### src/sv/lhwn_pkg.sv
// Shared types, constants and helper functions for the line hash normalizer.
package lhwn_pkg;

	// Character handling
	localparam int CHAR_BITS = 16;
	localparam int CH_W      = 16;
	localparam int HASH_W    = 32;

	localparam logic [CHAR_BITS-1:0] NEWLINE_CODE = CHAR_BITS'(10);
	localparam logic [CHAR_BITS-1:0] SPACE_CODE   = CHAR_BITS'(32);
	localparam logic [CHAR_BITS-1:0] TAB_CODE     = CHAR_BITS'(9);
	localparam logic [CHAR_BITS-1:0] VT_CODE      = CHAR_BITS'(11);
	localparam logic [CHAR_BITS-1:0] FF_CODE      = CHAR_BITS'(12);
	localparam logic [CHAR_BITS-1:0] CR_CODE      = CHAR_BITS'(13);
	localparam logic [CHAR_BITS-1:0] UPPER_A      = CHAR_BITS'(65);
	localparam logic [CHAR_BITS-1:0] UPPER_Z      = CHAR_BITS'(90);
	localparam logic [CHAR_BITS-1:0] CASE_OFFSET  = CHAR_BITS'(32);

	// Configuration port
	localparam int CFG_IDX_W  = 2;
	localparam int CFG_DATA_W = 2;

	typedef enum logic [CFG_IDX_W-1:0] {
		REG_IGNORE_CASE = 2'd0,
		REG_SPACE_MODE  = 2'd1
	} cfg_reg_t;

	typedef enum logic [1:0] {
		MODE_EXACT         = 2'd0,
		MODE_IGNORE_ALL    = 2'd1,
		MODE_IGNORE_CHANGE = 2'd2,
		MODE_BOTH          = 2'd3
	} space_mode_t;

	// Operation decided by the front end for each character
	typedef enum logic [2:0] {
		OP_NEWLINE     = 3'd0,
		OP_HASH        = 3'd1,
		OP_SKIP        = 3'd2,
		OP_WS_CHANGE   = 3'd3,
		OP_HASH_CHANGE = 3'd4
	} op_t;

	typedef struct packed {
		op_t                  op;
		logic [CHAR_BITS-1:0] c;
	} entry_t;

	// Queue between front and back
	localparam int Q_DEPTH = 4;
	localparam int Q_PTR_W = $clog2(Q_DEPTH);
	localparam int Q_CNT_W = $clog2(Q_DEPTH + 1);

	typedef struct packed {
		logic               empty;
		logic               full;
		logic [Q_CNT_W-1:0] count;
	} qstat_t;

	function automatic logic is_white(input logic [CHAR_BITS-1:0] c);
		return (c == SPACE_CODE) || (c == TAB_CODE) || (c == VT_CODE) ||
			(c == FF_CODE) || (c == CR_CODE);
	endfunction

	function automatic logic [CHAR_BITS-1:0] fold_case(input logic [CHAR_BITS-1:0] c,
		input logic en);
		logic [CHAR_BITS-1:0] r;
		r = c;
		if (en && (c >= UPPER_A) && (c <= UPPER_Z)) begin
			r = c + CASE_OFFSET;
		end
		return r;
	endfunction

endpackage

### src/sv/lhwn_if.sv
// Handshake channel interfaces: characters in, line hashes out, register writes.
interface lhwn_ch_if;
	import lhwn_pkg::*;
	logic                valid;
	logic                ready;
	logic [CH_W-1:0]     ch;
	modport source (output valid, output ch, input ready);
	modport sink   (input valid, input ch, output ready);
endinterface

interface lhwn_hash_if;
	import lhwn_pkg::*;
	logic                valid;
	logic                ready;
	logic [HASH_W-1:0]   line_hash;
	modport source (output valid, output line_hash, input ready);
	modport sink   (input valid, input line_hash, output ready);
endinterface

interface lhwn_cfg_if;
	import lhwn_pkg::*;
	logic                  valid;
	logic                  ready;
	logic [CFG_IDX_W-1:0]  idx;
	logic [CFG_DATA_W-1:0] wdata;
	modport source (output valid, output idx, output wdata, input ready);
	modport sink   (input valid, input idx, input wdata, output ready);
endinterface

### src/sv/lhwn_front.sv
// Front end: configuration registers, character accept and classification.
module lhwn_front
	import lhwn_pkg::*;
(
	input  logic        clk,
	input  logic        arst_n,
	lhwn_ch_if.sink     in_ch,
	lhwn_cfg_if.sink    cfg,
	input  qstat_t      qstat,
	output logic        push,
	output entry_t      push_entry
);

	logic                 ignore_case_q;
	logic [1:0]           space_mode_q;
	logic [CHAR_BITS-1:0] c;
	logic                 white;
	space_mode_t          mode;

	// Register writes are always taken
	assign cfg.ready = 1'b1;

	always_ff @(posedge clk or negedge arst_n) begin
		if (!arst_n) begin
			ignore_case_q <= 1'b0;
			space_mode_q  <= MODE_EXACT;
		end else if (cfg.valid) begin
			if (cfg.idx == REG_IGNORE_CASE) begin
				ignore_case_q <= cfg.wdata[0];
			end else if (cfg.idx == REG_SPACE_MODE) begin
				space_mode_q <= cfg.wdata[1:0];
			end
		end
	end

	// Accept whenever the queue has room
	assign in_ch.ready = !qstat.full;
	assign push        = in_ch.valid && !qstat.full;

	assign c     = in_ch.ch[CHAR_BITS-1:0];
	assign white = is_white(c);
	assign mode  = space_mode_t'(space_mode_q);

	// Classify the character under the current mode; MODE_BOTH acts as ignore-all
	always_comb begin
		push_entry.c = fold_case(c, ignore_case_q);
		if (c == NEWLINE_CODE) begin
			push_entry.op = OP_NEWLINE;
		end else begin
			unique case (mode)
				MODE_EXACT:         push_entry.op = OP_HASH;
				MODE_IGNORE_CHANGE: push_entry.op = white ? OP_WS_CHANGE : OP_HASH_CHANGE;
				MODE_IGNORE_ALL,
				MODE_BOTH:          push_entry.op = white ? OP_SKIP : OP_HASH;
				default:            push_entry.op = OP_HASH;
			endcase
		end
	end

endmodule

### src/sv/lhwn_queue.sv
// Small FIFO of classified characters between front and back.
module lhwn_queue
	import lhwn_pkg::*;
(
	input  logic   clk,
	input  logic   arst_n,
	input  logic   push,
	input  entry_t push_entry,
	input  logic   pop,
	output entry_t head,
	output qstat_t qstat
);

	entry_t             mem_q [Q_DEPTH];
	logic [Q_PTR_W-1:0] wr_ptr_q;
	logic [Q_PTR_W-1:0] rd_ptr_q;
	logic [Q_CNT_W-1:0] count_q;

	// Storage write
	always_ff @(posedge clk) begin
		if (push) begin
			mem_q[wr_ptr_q] <= push_entry;
		end
	end

	// Pointers and fill count
	always_ff @(posedge clk or negedge arst_n) begin
		if (!arst_n) begin
			wr_ptr_q <= '0;
			rd_ptr_q <= '0;
			count_q  <= '0;
		end else begin
			if (push) begin
				wr_ptr_q <= wr_ptr_q + Q_PTR_W'(1);
			end
			if (pop) begin
				rd_ptr_q <= rd_ptr_q + Q_PTR_W'(1);
			end
			if (push && !pop) begin
				count_q <= count_q + Q_CNT_W'(1);
			end else if (pop && !push) begin
				count_q <= count_q - Q_CNT_W'(1);
			end
		end
	end

	assign head        = mem_q[rd_ptr_q];
	assign qstat.empty = (count_q == '0);
	assign qstat.full  = (count_q == Q_CNT_W'(Q_DEPTH));
	assign qstat.count = count_q;

endmodule

### src/sv/lhwn_back.sv
// Back end: line state, hash update and output register.
module lhwn_back
	import lhwn_pkg::*;
(
	input  logic        clk,
	input  logic        arst_n,
	input  entry_t      head,
	input  qstat_t      qstat,
	output logic        pop,
	lhwn_hash_if.source out_hash
);

	logic [HASH_W-1:0] hash_q;
	logic              space_pending_q;
	logic              at_line_start_q;
	logic              out_valid_q;
	logic [HASH_W-1:0] line_hash_q;

	logic [HASH_W-1:0] h_pre;
	logic [HASH_W-1:0] h_next;
	logic              add_space;

	// A newline needs the output slot free or draining
	assign pop = !qstat.empty &&
		((head.op != OP_NEWLINE) || !out_valid_q || out_hash.ready);

	// Optional pending space, then the character: h = 5h + c twice at most
	assign add_space = (head.op == OP_HASH_CHANGE) && space_pending_q;
	assign h_pre  = add_space ? ((hash_q << 2) + hash_q + HASH_W'(SPACE_CODE)) : hash_q;
	assign h_next = (h_pre << 2) + h_pre + HASH_W'(head.c);

	// Line state
	always_ff @(posedge clk or negedge arst_n) begin
		if (!arst_n) begin
			hash_q          <= '0;
			space_pending_q <= 1'b0;
			at_line_start_q <= 1'b1;
		end else if (pop) begin
			unique case (head.op)
				OP_NEWLINE: begin
					hash_q          <= '0;
					space_pending_q <= 1'b0;
					at_line_start_q <= 1'b1;
				end
				OP_HASH, OP_HASH_CHANGE: begin
					hash_q          <= h_next;
					space_pending_q <= 1'b0;
					at_line_start_q <= 1'b0;
				end
				OP_SKIP: begin
					space_pending_q <= 1'b0;
				end
				OP_WS_CHANGE: begin
					if (!at_line_start_q) begin
						space_pending_q <= 1'b1;
					end
				end
				default: begin
					space_pending_q <= space_pending_q;
				end
			endcase
		end
	end

	// Output register
	always_ff @(posedge clk or negedge arst_n) begin
		if (!arst_n) begin
			out_valid_q <= 1'b0;
		end else if (pop && (head.op == OP_NEWLINE)) begin
			out_valid_q <= 1'b1;
		end else if (out_hash.ready) begin
			out_valid_q <= 1'b0;
		end
	end

	always_ff @(posedge clk) begin
		if (pop && (head.op == OP_NEWLINE)) begin
			line_hash_q <= hash_q;
		end
	end

	assign out_hash.valid     = out_valid_q;
	assign out_hash.line_hash = line_hash_q;

endmodule

### src/sv/line_hash_whitespace_normalizer.sv
// Top level of the line hash normalizer: front end, queue, back end.
// Takes one character per cycle while the queue has room, and keeps a running 32-bit hash
// (h = 5h + c) of the current line. On a newline the line hash passes through the queue
// and then sits in the output register, where out_hash shows it; the newline waits in
// the queue while an earlier result is still waiting and not being taken.
// Other characters give no result. The rate is one character per cycle while the queue
// has room, set by the back end's hash update, which handles a pending collapsed space
// and the character together. A four-entry queue lets input keep flowing while a result
// waits; in_ch.ready drops only when that queue is full. Register writes (index 0 case fold,
// index 1 space mode) are always ready and should be made while the block is idle.
module line_hash_whitespace_normalizer
	import lhwn_pkg::*;
(
	input  logic        clk,
	input  logic        arst_n,
	lhwn_ch_if.sink     in_ch,
	lhwn_hash_if.source out_hash,
	lhwn_cfg_if.sink    cfg
);

	qstat_t qstat;
	logic   push;
	logic   pop;
	entry_t push_entry;
	entry_t head;

	lhwn_front u_front (
		.clk        (clk),
		.arst_n     (arst_n),
		.in_ch      (in_ch),
		.cfg        (cfg),
		.qstat      (qstat),
		.push       (push),
		.push_entry (push_entry)
	);

	lhwn_queue u_queue (
		.clk        (clk),
		.arst_n     (arst_n),
		.push       (push),
		.push_entry (push_entry),
		.pop        (pop),
		.head       (head),
		.qstat      (qstat)
	);

	lhwn_back u_back (
		.clk      (clk),
		.arst_n   (arst_n),
		.head     (head),
		.qstat    (qstat),
		.pop      (pop),
		.out_hash (out_hash)
	);

`ifndef SYNTHESIS
	// Queue fill never exceeds its depth
	a_q_bound: assert property (@(posedge clk) disable iff (!arst_n)
		qstat.count <= Q_CNT_W'(Q_DEPTH))
		else $error("queue count above depth");

	// Never read from an empty queue
	a_no_underflow: assert property (@(posedge clk) disable iff (!arst_n)
		pop |-> !qstat.empty)
		else $error("pop from empty queue");

	// A newline never overwrites a result that is still waiting
	a_no_overwrite: assert property (@(posedge clk) disable iff (!arst_n)
		(pop && (head.op == OP_NEWLINE)) |-> (!out_hash.valid || out_hash.ready))
		else $error("result overwritten");

	// A newline taken by the back end shows a result on the next cycle
	a_result_follows: assert property (@(posedge clk) disable iff (!arst_n)
		(pop && (head.op == OP_NEWLINE)) |=> out_hash.valid)
		else $error("newline gave no result");
`endif

endmodule
### src/flat_wrapper.sv
// flat-port wrapper written by rule: the top's interface ports become plain ports
module line_hash_whitespace_normalizer_flat import lhwn_pkg::*;
  (clk, arst_n, in_ch_valid, in_ch_ch, in_ch_ready, out_hash_valid, out_hash_line_hash, out_hash_ready, cfg_valid, cfg_idx, cfg_wdata, cfg_ready);
  lhwn_ch_if in_ch_i ();
  lhwn_hash_if out_hash_i ();
  lhwn_cfg_if cfg_i ();
  input  logic clk;
  input  logic arst_n;
  input wire logic [$bits(in_ch_i.valid)-1:0] in_ch_valid;
  input wire logic [$bits(in_ch_i.ch)-1:0] in_ch_ch;
  output wire logic [$bits(in_ch_i.ready)-1:0] in_ch_ready;
  output wire logic [$bits(out_hash_i.valid)-1:0] out_hash_valid;
  output wire logic [$bits(out_hash_i.line_hash)-1:0] out_hash_line_hash;
  input wire logic [$bits(out_hash_i.ready)-1:0] out_hash_ready;
  input wire logic [$bits(cfg_i.valid)-1:0] cfg_valid;
  input wire logic [$bits(cfg_i.idx)-1:0] cfg_idx;
  input wire logic [$bits(cfg_i.wdata)-1:0] cfg_wdata;
  output wire logic [$bits(cfg_i.ready)-1:0] cfg_ready;
  assign in_ch_i.valid = in_ch_valid;
  assign in_ch_i.ch = in_ch_ch;
  assign in_ch_ready = in_ch_i.ready;
  assign out_hash_valid = out_hash_i.valid;
  assign out_hash_line_hash = out_hash_i.line_hash;
  assign out_hash_i.ready = out_hash_ready;
  assign cfg_i.valid = cfg_valid;
  assign cfg_i.idx = cfg_idx;
  assign cfg_i.wdata = cfg_wdata;
  assign cfg_ready = cfg_i.ready;
  line_hash_whitespace_normalizer u_core (.clk(clk), .arst_n(arst_n), .in_ch(in_ch_i), .out_hash(out_hash_i), .cfg(cfg_i));
endmodule
### config.mk
export PLATFORM = sky130hd
export DESIGN_NAME = line_hash_whitespace_normalizer_flat
export DESIGN_NICKNAME = d
export VERILOG_FILES = /design/src/sv/lhwn_pkg.sv /design/src/sv/lhwn_if.sv /design/src/sv/lhwn_front.sv /design/src/sv/lhwn_queue.sv /design/src/sv/lhwn_back.sv /design/src/sv/line_hash_whitespace_normalizer.sv /design/src/flat_wrapper.sv
export SDC_FILE = /design/constraint.sdc
export NUM_CORES = 1
export LEC_CHECK = 0
export BUFFER_PORTS_ARGS = -buffer_cell sky130_fd_sc_hd__buf_4
export CAP_MARGIN = 10
export CORE_AREA = 2 2 187 189
export CTS_CLUSTER_SIZE = 8
export DETAILED_ROUTE_END_ITERATION = 8
export DIE_AREA = 0 0 189 191
export PLACE_DENSITY = 0.51
export SLEW_MARGIN = 20
export SYNTH_ARGS = -nofsm -noshare
export SYNTH_HDL_FRONTEND = slang
export SYNTH_SLANG_ARGS = --single-unit
### constraint.sdc
create_clock -name clk -period 6.7 [get_ports clk]
set_input_delay 0 -clock clk [delete_from_list [all_inputs] [get_ports clk]]
set_output_delay 0 -clock clk [all_outputs]
set_load 0.005 [all_outputs]
== After elaboration in Yosys (flattened, before gate mapping) ==
Memories as Yosys holds them, arrays and structs flattened.
Index checks and enable logic that the tools add are counted.

* Bits in registers: 77
* Bits in writable memories: 76
* Output and inout port bits: 35
* Logic and storage cells: 90
* Memories kept: 1

{| class="wikitable"
|+ Memories
! memory !! words !! width !! read ports !! clocked after memory_dff !! write ports !! RTL line !! text
|-
| u_core.u_queue.mem_q || 4 || 19 || 1 || 0 || 1 || lhwn_queue.sv:14 || <nowiki>entry_t mem_q [Q_DEPTH];</nowiki>
|}

* Add/sub/neg operators: 9
* Magnitude comparators: 2
* Equal/unequal tests: 16
* Muxes and demuxes: 16
* Bitwise logic cells: 1
* Reduce and logical (&&, ||, !) cells: 35

{| class="wikitable"
|+ Operators by type and width
! operator !! count
|-
| $eq 16x4->1 const B || 5
|-
| $add 32x32->32 || 2
|-
| $pmux 32 s2 || 1
|-
| $add 32x16->32 || 1
|-
| $add 32x6->32 const B || 1
|-
| $mux 32 || 1
|-
| $add 16x6->16 const B || 1
|-
| $eq 16x6->1 const B || 1
|-
| $ge 16x7->1 const B || 1
|-
| $le 16x7->1 const B || 1
|-
| $mux 16 || 1
|-
| $mux 3 || 4
|-
| $pmux 3 s3 || 1
|-
| $logic_and 1x1->1 || 8
|-
| $reduce_bool 2->1 || 4
|-
| $eq 3x2->1 const B || 2
|-
| $eq 3x3->1 const B || 2
|-
| $logic_not 3->1 || 2
|-
| $logic_or 1x1->1 || 6
|-
| $reduce_and 3->1 || 2
|-
| $logic_not 1->1 || 5
|-
| $mux 1 || 5
|-
| $add 2x1->2 const B || 2
|-
| $eq 2x1->1 const B || 2
|-
| other kinds (13) || 18
|}

== Logic depth before layout (Yosys ltp) ==
* Word-level depth: 8
* Gate-level depth with buffers: 24
* Depth with buffers taken out: 24

== Hierarchy ==
Synthesis repeated with hierarchy kept, for this count alone.

* Cell total of the unflattened synthesis: 890
* Area, all modules: 10100.9 sq um

{| class="wikitable"
|+ Modules (own cells, without submodules)
! module !! times used !! cells an instance !! area an instance (sq um)
|-
| lhwn_back || 1 || 700 || 6493.7
|-
| lhwn_queue || 1 || 133 || 3136.8
|-
| lhwn_front || 1 || 57 || 470.5
|}

== Worst setup path after synthesis ==
Ideal clock, no wire load.

* Kind: flip-flop to flip-flop
* Start point: register u_core.u_back.hash_q[3]
* End point: register u_core.u_back.hash_q[31]
* Arrival: 5120 ps
* Required time: 6580 ps
* Path slack: 1461 ps
* Stages on the path, launching flop included: 23
* Buffers on the path: 1
* Clock period less this slack: 5239 ps
* Cell sequence: dfrtp_1 > ha_1 > ha_1 > fa_1 > a211oi_2 > o21ai_1 > a211oi_2 > o21bai_1 > a31oi_1 > xor2_1 > o21ai_0 > ha_1 > ha_1 > clkbuf_1 > a21o_1 > a31o_2 > a2111oi_4 > nor3_1 > a41o_1 > o41ai_1 > o21ai_1 > xor2_1 > o21ai_2

* Word-level cells in the longest chain between the ends: 6

{| class="wikitable"
|+ Ends and longest elaborated chain
! item !! RTL line !! text
|-
| start, declared || lhwn_back.sv:13 || <nowiki>logic [HASH_W-1:0] hash_q;</nowiki>
|-
| start signal, assigned || lhwn_back.sv:46 || <nowiki>hash_q <= h_next;</nowiki>
|-
| $add 32x32->32 || lhwn_back.sv:29 || <nowiki>assign h_pre = add_space ? ((hash_q << 2) + hash_q + HASH_W'(SPACE_CODE)) : hash_q;</nowiki>
|-
| $add 32x6->32 || lhwn_back.sv:29 ||
|-
| $mux 32 * || lhwn_back.sv:29 ||
|-
| $add 32x32->32 * || lhwn_back.sv:30 || <nowiki>assign h_next = (h_pre << 2) + h_pre + HASH_W'(head.c);</nowiki>
|-
| $add 32x16->32 * || lhwn_back.sv:30 ||
|-
| $pmux 32 s2 * || lhwn_back.sv:39 || <nowiki>unique case (head.op)</nowiki>
|}

Mark *: on every way between the ends. The rest lies on a longest branch, timed or not.
A chain may end at the register's enable or synchronous reset.

== Final worst setup path ==
* Start point: register u_core.u_back.hash_q[1]
* End point: register u_core.u_back.hash_q[31]

The elaborated chain is that of the path after synthesis.

==> impl_results.md <==
* Die Y at 191 microns
* Max clock buf depth at 2
* Min-delay worst type: in2reg
* Seq. cell area at 4370 sq um
* Crit Path Class: reg2reg
* GR Overflow Total at 0
* GRT Total Usage at 13.6%
* Post-Synth Simple-Gate Area at 10.5%
* R2r setup slk at 800 ps
* CP max FO at 9
* Htree depth at 4
* EDFF count, synth at 108
* Nets at 1123
* Global-route wire length before repair at 38.3 mm
* CP Cell Sequence: ha_1 -> ha_1 -> fa_1 -> a211oi_2 -> o21ai_1 -> a211oi_2 -> o21bai_1 -> a31oi_1 -> xor2_1 -> o21ai_0 -> ha_1 -> ha_1 -> a21o_1 -> a31o_2 -> a2111oi_4 -> nor3_1 -> a41o_1 -> o41ai_1 -> o21ai_1 -> xor2_1 -> o21ai_2
* Status: completed
* Die width at 189 microns
* Max cap viols at 0
* Vias per std cell at 4.90
* Hpwl dp at 17.5 mm
* Die area at 36100 sq um
* Sequential-to-total area share from yosys stat at 43.3%
* Place WS at 851 ps
* Crit path time final at 5900 ps
* Met3 Resource Use GR at 2.09%
* Setup TNS at 0 ps
* Clock root buffer: clkbuf_16
* Footprint of the multi-input gates at 5450 sq um
* Ant diodes at 0
* Worst Path Arrival at 6210 ps
* Cell mode on critical path: ha_1
* Ys async rst share at 29.4%
* Initial antenna violation count at 0
* FMAX at 170 MHz
* Post-Syn Instances at 896
* Flops & latches, synth at 153
* # IOs at 60
* WL per Instance at 16.4 microns
* Worst Setup End Kind: flip-flop
* Starting Density at 29.6%
* Area delta synth->final at 16.9%
* Vias in the first global route at 7135
* Xor and xnor area share after synthesis at 5.43%
* Global routing usage on met1 at 18.9%
* Final Hold Viols at 0
* Worst Path Required at 7010 ps
* Port Buf Inserts at 58
* Number of distinct library cells after synthesis at 75
* Final worst path period share at 88.0%
* Layout cells sized above 1 at 14.3%
* # rows at 68
* Slew @ Worst Pin at 1040 ps
* Drt first pass iters at 5
* Post-synthesis compound-gate area fraction at 15.2%
* Via count at 7049
* Post-synthesis mux area share at 5.97%
* RD Place Congestion at 0.822
* Syn nets at 1048
* Main synth FF type: edfxtp_1
* Cts bufs inserted at 17
* Grt peak-use layer: met2
* Worst setup margin at 803 ps
* Layout Skew at 10.9 ps
* Global Route met2 Usage at 21.6%
* Post-Syn Area at 10100 sq um
* Largest net degree at the start of global routing at 55
* # fillers at 3381
* Unrepaired setup endpoints after global routing: false
* Initial DRC count at 431
* Slew Limit Fails at 0
* Main combinational cell family by area after synthesis: adder cells
* # DRC at 0
* # clock sinks at 153
* Worst path max stage delay at 450 ps
* Syn avg cell area at 11.3 sq um
* Total wire length at 23.6 mm
* Post-route ant nets at 0
* Post-CTS sizing at 0
* Slowest-stage cell, CP: dfrtp_1
* Synth warn at 0
* Synth Area in Adders at 16.7%
* CTS tree: built
* Core box area at 34100 sq um
* Setup Viol. Count Final at 0
* Worst skew pair latency at 430 ps
* Critical path launch point type: flip-flop
* Worst-path clk slew at 70 ps
* Rel. slew slack at 30.8%
-- per-layer routing --
layer | vias up | share of wire (%)
met5 | - | 0
met4 | 0 | 1.9
met3 | 30 | 3.0
met2 | 112 | 44
met1 | 3404 | 51
li1 | 3503 | -
-- Yosys cell counts, drive strengths merged (13+ instances only) --
cell type    n  area [sq um]
ha         114          1430
edfxtp     108          3240
nand2       91           342
o21ai       76           384
a21oi       45           225
dfrtp       44          1100
nor2        37           139
inv         36           135
xor2        34           298
a21o        28           210
xnor2       26           228
mux4        19           439
nand3       19          95.1
clkbuf      17          66.3
and3        15          93.8
buf         15          92.6
fa          13           260
o21a        13          97.6
-- layout by cell type, fill, tap and decap left out, types with 7 or more instances in the layout --
master	netlist	routed
a21o_1	28	28
a21oi_1	45	45
a31oi_1	7	7
and3_1	15	14
buf_4	1	64
clkbuf_16	0	17
dfrtp_1	44	44
dlygate4sd3_1	0	24
edfxtp_1	108	108
fa_1	13	13
ha_1	114	114
inv_1	35	35
mux2_2	11	11
mux4_2	16	16
nand2_1	91	91
nand2b_1	9	9
nand3_1	19	18
nor2_1	37	37
nor2b_1	7	7
nor3_1	10	10
o21a_1	13	13
o21ai_0	72	72
o21bai_1	11	11
xnor2_1	26	26
xor2_1	34	34
-- path summary, 6_finish.rpt --
check,from,endpoint,cells past startpoint
min in group asynchronous,arst_n,u_core.u_front.ignore_case_q$_DFFE_PN0P_,2
worst max-delay path,u_core.u_back.hash_q[1]$_DFFE_PN0P_,u_core.u_back.hash_q[31]$_DFFE_PN0P_,21
worst min register to register,u_core.u_back.at_line_start_q$_DFFE_PN1P_,u_core.u_back.at_line_start_q$_DFFE_PN1P_,2
worst min-delay path,in_ch_valid,u_core.u_queue.wr_ptr_q[0]$_DFFE_PN0P_,3
worst max register to register,u_core.u_back.hash_q[1]$_DFFE_PN0P_,u_core.u_back.hash_q[31]$_DFFE_PN0P_,21
max in group asynchronous,arst_n,u_core.u_back.hash_q[27]$_DFFE_PN0P_,2
-- logic make-up (layout without fill, tap and decap cells) --
group | count (synthesis) | after routing
AOI/OAI and AO/OA | 230 | 230
buffers and inverters | 68 | 156
DFF | 153 | 153
and+or+nand+nor | 222 | 222
other | 1 | 1
xor gates and xnor gates | 61 | 61
adders and majority gates | 127 | 127
muxes | 34 | 34
-- state kept, by name, summed over array words and instances, names as in the netlist --
signal / count
u_core.u_back.out_hash.valid: 1
u_core.u_back.hash_q: 32
u_core.u_front.mode: 2
u_core.u_queue.count_q: 3
u_core.u_queue.mem_q: 76
u_core.u_queue.wr_ptr_q: 2
u_core.u_back.out_hash.line_hash: 32
u_core.u_back.space_pending_q: 1
u_core.u_queue.rd_ptr_q: 2
u_core.u_back.at_line_start_q: 1
u_core.u_front.ignore_case_q: 1
-- stage by stage --
| step | cells | utilization [%] | cell area, sq um | hold slack, ps |
|---|---|---|---|---|
| CTS | 1439 | 34.6 | 11800 | 14.0 |
| detailed placement | 1383 | 32.2 | 11000 | 71.2 |
| global route | 1439 | 34.6 | 11800 | 80.8 |
| floorplan | 896 | - | 10100 | -296 |
| finish | 1439 | 34.6 | 11800 | 24.9 |
| global placement | 1383 | 32.2 | 11000 | 71.5 |
-- critical path: cells and delay by family, from the launching register on --
family / cells / cell delay (ps)
AND/OR/NAND/NOR: 1 / 90
XOR/XNOR: 2 / 300
AO/OA/AOI/OAI: 13 / 3270
adder cells (fa/ha/maj): 5 / 1660
flip-flops: 1 / 450
-- layout make-up --
type / count / area share, %
multi-input cells: 675 / 46.1
flip-flops and latches: 153 / 37.0
repair buffers: 88 / 6.10
well taps: 455 / 4.82
clock buffers: 17 / 3.60
clock inverters: 15 / 1.18
inverters: 36 / 1.14
-- timing repair --
action,in CTS,in global routing
hold endpoints to repair,112,0
hold buffers,24,0
setup buffers,0,0
Power is left out: the tool's default activity adds up to more than one toggle a clock period on the data nets, which glitch-free logic cannot reach.
